`config.mk`:
```
export PLATFORM = sky130hd
export DESIGN_NAME = vqdm_out_reg
export DESIGN_NICKNAME = d
export VERILOG_FILES = /design/src/rtl/vqdm_pkg.sv /design/src/rtl/vqdm_out_reg.sv
export SDC_FILE = /design/constraint.sdc
export NUM_CORES = 1
export LEC_CHECK = 0
export ABC_AREA = 1
export BUFFER_PORTS_ARGS = -buffer_cell sky130_fd_sc_hd__buf_4
export CORE_MARGIN = 1.5
export CORE_UTILIZATION = 30
export DETAILED_ROUTE_END_ITERATION = 6
export SLEW_MARGIN = 20
export SYNTH_ARGS = -nofsm -noshare
export SYNTH_HDL_FRONTEND = slang
export SYNTH_SLANG_ARGS = --single-unit
```
`constraint.sdc`:
```
create_clock -name clk -period 6.3 [get_ports clk]
set_clock_uncertainty 0.2 [all_clocks]
set_input_delay 0.945 -clock clk [delete_from_list [all_inputs] [get_ports clk]]
set_output_delay 0.945 -clock clk [all_outputs]
set_load 0.05 [all_outputs]
```
`src/rtl/vqdm_pkg.sv`:
```
`timescale 1ns / 1ps
// ----------------------------------------------------------------------------
// Virtqueue descriptor manager package
// Beat types, status codes, descriptor flags and sequencer states.
// ----------------------------------------------------------------------------
package vqdm_pkg;

	localparam int         QUEUE_DEPTH = 256;

	localparam logic [1:0] STAT_OK       = 2'd0;
	localparam logic [1:0] STAT_REFUSED  = 2'd1;
	localparam logic [1:0] STAT_IGNORED  = 2'd2;
	localparam logic [1:0] STAT_BAD_HEAD = 2'd3;

	localparam logic       FUNC_SUBMIT   = 1'b0;
	localparam logic       FUNC_COMPLETE = 1'b1;

	localparam int         FL_NEXT_BIT  = 0;
	localparam int         FL_WRITE_BIT = 1;
	localparam logic [15:0] LINK_END    = 16'hFFFF;

	typedef struct packed {
		logic        func;
		logic        piece_first;
		logic        piece_last;
		logic [8:0]  chain_pieces;
		logic [63:0] buf_addr;
		logic [31:0] buf_len;
		logic        buf_device_writes;
		logic [31:0] cookie_tag;
		logic [15:0] used_head;
		logic [31:0] used_len;
	} req_t;

	typedef struct packed {
		logic [1:0]  status;
		logic [7:0]  desc_index;
		logic [7:0]  chain_head;
		logic [7:0]  avail_slot;
		logic [15:0] avail_index;
		logic [31:0] done_len;
		logic [31:0] done_cookie;
		logic [8:0]  free_count;
	} rsp_t;

	typedef enum logic [2:0] {
		S_CLEAR,
		S_IDLE,
		S_SUB_JUDGE,
		S_SUB_POP,
		S_CPL_CHK,
		S_CPL_WALK,
		S_DONE
	} state_t;

endpackage

```
`src/rtl/vqdm_out_reg.sv`:
```
`timescale 1ns / 1ps
// ----------------------------------------------------------------------------
// Result output register
// Holds one result beat until the consumer takes it.
// ----------------------------------------------------------------------------
module vqdm_out_reg (
	input  logic          clk,
	input  logic          arst_n,
	input  logic          push,
	input  vqdm_pkg::rsp_t push_data,
	output logic          room,
	output logic          rsp_valid,
	input  logic          rsp_stall,
	output vqdm_pkg::rsp_t rsp
);
	import vqdm_pkg::*;

	logic valid_q;
	rsp_t data_q;

	assign room      = !valid_q || !rsp_stall;
	assign rsp_valid = valid_q;
	assign rsp       = data_q;

	always_ff @(posedge clk or negedge arst_n) begin
		if (!arst_n) begin
			valid_q <= 1'b0;
		end else if (room) begin
			valid_q <= push;
		end
	end

	always_ff @(posedge clk) begin
		if (room && push) begin
			data_q <= push_data;
		end
	end

endmodule

```
* Word-level counts from Yosys, hierarchy flattened
Index checks and enable logic that the tools add are counted.
** Storage, ports and cells
- Register bits after elaboration :: 116
- Bits in latches :: 0
- RAM bits :: 0
- ROM bits :: 0
- Bits of input ports :: 119
- Output and inout port bits :: 117
- Logic and storage cells :: 13
- Memories kept :: 0
** Cells by class
- Add/subtract/negate cells :: 0
- Multipliers :: 0
- Div/mod/pow operators :: 0
- Order comparisons :: 0
- Equal/unequal tests :: 0
- Shift operators :: 0
- Multiplexer cells :: 0
- Bitwise logic cells :: 0
- Reductions and logical operators :: 4
** Operators by type and width (number)
- 1-bit zero test :: 2
- 1-bit logical AND :: 1
- 1-bit logical OR :: 1

* Logic depth before layout (Yosys ltp)
- Word-level depth :: 3
- Depth in mapped cells :: 2
- Depth with buffers taken out :: 2

* Worst setup path before layout
No wires, ideal clock.
- Path type :: input port to flip-flop
- Start point :: input push
- End point :: register data_q (netlist bit rsp[0]) (enable)
- Library setup time :: 626 ps
- Arrival time :: 6529 ps
- Data required time :: 5474 ps
- Path slack :: -1055 ps
- Cell stages on the path :: 2
- Buffers on the path :: 0
- Cells stage by stage :: inv_1 > a21oi_1
** On the way
- Longest elaborated chain between the ends :: 1
** RTL lines
- start: declaration :: RTL line vqdm_out_reg.sv:9 : input logic push,
- 1-bit logical AND :: RTL line vqdm_out_reg.sv:34 : if (room && push) begin
- end signal: assignment :: RTL line vqdm_out_reg.sv:35 : data_q <= push_data;
- end: declaration :: RTL line vqdm_out_reg.sv:19 : rsp_t data_q;
Every way passes these cells.
A chain may end at the register's enable or synchronous reset.

* Final worst setup path
- Start point :: input push
- End point :: register data_q (netlist bit rsp[57]) (enable)
The elaborated chain is that of the path after synthesis.

==> reports/qor.yml <==
run_status:
  outcome: "finished clean"
die:
  start_util: 0.3074
  io_pins: 236
  fp.dieW_um: 110.9
  die_h_um: 110.9
  row_count: 39
  core_area_sq_mm: 0.01137
  dieArea_sq_mm: 0.01231
drt:
  drc: 0
  num_vias: 2182
  detail-route-antenna-nets: 0
  drt_iter0_drc: 52
  via_per_inst: 4.102
  wl_per_cell_um: 15.15
  routed_wl_mm: 8.061
  dr.pass1.iters: 4
logic_synthesis:
  yosys_register_bits: 116
  netlist_area_sq_mm: 0.003495
  syn_inst: 120
  yosysWarnings: 0
  synth_cell_types: 5
  synth_nets: 239
  syn_area_per_cell_sq_um: 29.12
  ys_seq_area_frac: 0.9953
setup_path:
  path_class: "input port to flop"
  cpMaxStageDelayCell: "buf_4"
  crit_path_frequent_cell: "buf_4"
  r2r_start: "rsp_valid"
  arrival_ns: 2.49
  cp.required_ns: 6.11
  rr_worst_depth: 3
  critPathLaunch: "push"
  worstPathCellList: "buf_4, inv_1, a21oi_4, buf_4, buf_4"
  cpPeakStageDelay_ns: 0.83
  timing.rr.end: "rsp[57]"
  worst-path-max-fanout: 81
  worstSetupEndpoint: "rsp[57]"
  critPathCaptureType: "flop"
  start_kind: "input port"
  r2r_slack_ns: 3.84
power:
  intPower_w: 0.001612
  swShare: 0.2382
  vdd_drop_max_v: 0.0001282
  netSwitchingPower_w: 0.0005041
  power_frac_comb: 0.134
  power.leakage_nw: 2.539
  p_seq_frac: 0.432
  power_density_mw_per_mm2: 350.5
  p_clk_frac: 0.434
layout:
  diodes: 0
  design_area_sq_mm: 0.006038
  area_growth_syn_to_layout_pct: 72.79
  mostFrequentLayoutCells: "buf_4, edfxtp_1, clkbuf_16"
  final_nets: 495
  layout.cells.most_common: "buf_4"
  drive_gt1_frac: 0.6787
clock_tree:
  ctsHoldBuffers: 0
  root_buffer: "clkbuf_16"
  clk_pin_slew_ns: 0.05
  post_cts.repair.setup_buffers: 0
  cts-resized-gates: 0
  cts_inserted_buffers: 17
  clkSinkCount: 116
  cts_max_level: 4
  cts_tree: "done"
  cts_buffer_depth: 2
  clock_latency_ns: 0.39
timing:
  slew-limit-headroom: 0.3287
  drv_slew: 0
  fin_crit_sh: 0.4262
  hold_viol: 0
  fmax_mhz: 372.5
  max_slew.worst_pin.slew_ns: 1.007
  fin_setup_tns_ns: 0
  rsz0062_at_grt: "false"
  setup_violations: 0
  min_period_ns: 2.685
grt:
  groute.usage.overall: 0.1317
  grt_pass1_wl_mm: 11.76
  grt_max_degree: 82
  overflow: 0
  grt_pass1_vias: 2200
  antenna_found_initial: 0
worst_hold_path:
  hold_class: "input port to async pin"
placed_design:
  place_congestion: 0.7080
  placed_area_sq_mm: 0.005464
  io_buffer_count: 235
flow_run:
  maxCapViolations: 0
-- layer usage --
layer	vias to the layer above	track usage	share of wire	wire length, um
met5	-	0	0	0
met4	0	0.07521	0.020	162
met3	14	0.06452	0.088	707
met2	126	0.2226	0.53	4306
met1	1039	0.1316	0.36	2885
li1	1003	-	-	-
-- cells in the mapped netlist, drive strengths merged --
cell	instances	area [sq um]
edfxtp	115	3453
a21oi	1	5.000
nand2	2	7.510
dfrtp	1	25.02
inv	1	3.750
-- power by group through the flow --
stage	Clock [W]	Sequential, W	Combinational [W]
6_report	0.000919	0.000915	0.000283
5_1_grt	0.000975	0.000918	0.000293
2_1_floorplan	0	0.00108	0.0000159
4_1_cts	0.000947	0.000915	0.000286
3_3_place_gp	0	0.000928	0.000284
3_5_place_dp	0	0.000930	0.000286
-- through the flow --
step / total power (W) / utilization / std cells / setup slack (ns) / hold WS [ns]
after detailed placement: 0.001215 / 0.4806 / 500 / 3.197 / 0.3804
after floorplan: 0.001092 / - / 120 / 1.375 / 0.4494
after global placement: 0.001212 / 0.4806 / 500 / 3.251 / 0.3586
after CTS: 0.002147 / 0.5311 / 532 / 3.629 / 0.08886
after global routing: 0.002186 / 0.5311 / 532 / 3.499 / 0.09050
final: 0.002117 / 0.5311 / 532 / 3.615 / 0.1146
-- area by class of cell --
type | count | area, sq um
multi-input combinational | 3 | 23.77
clock buffer | 20 | 436.7
timing repair buffer | 237 | 1779
sequential | 116 | 3478
clock inverter | 12 | 137.6
fill | 952 | 5331
inverter | 1 | 3.754
tap | 143 | 178.9
-- sequential cells by signal, indices dropped and copies added, names as in the netlist --
name and flops:
rsp_valid 1, rsp 115
-- worst min-delay path by stage --
| stage | startpoint | to | slack, ns | cells after the start |
|---|---|---|---|---|
| 2_1_floorplan | arst_n | rsp_valid | 0.45 | 0 |
| 3_3_place_gp | rsp_valid | rsp_valid | 0.36 | 2 |
| 3_5_place_dp | rsp_valid | rsp_valid | 0.38 | 2 |
| 4_1_cts | arst_n | rsp_valid | 0.09 | 1 |
| 5_1_grt | arst_n | rsp_valid | 0.09 | 1 |
| 6_report | arst_n | rsp_valid | 0.11 | 1 |
-- cells by family after synthesis --
logic type             count (synthesis)  synth area share
buffers and inverters                  1          0.001073
and+or+nand+nor                        2          0.002149
DFF                                  116            0.9953
AOI/OAI and AO/OA                      1          0.001431
-- worst max-delay path, delay by kind of cell --
| family | cells | cell delay [ns] |
|---|---|---|
| buffers and inverters | 4 | 1.34 |
| AO/OA/AOI/OAI | 1 | 0.10 |
No activity file was read; power rests on OpenSTA's default activity.
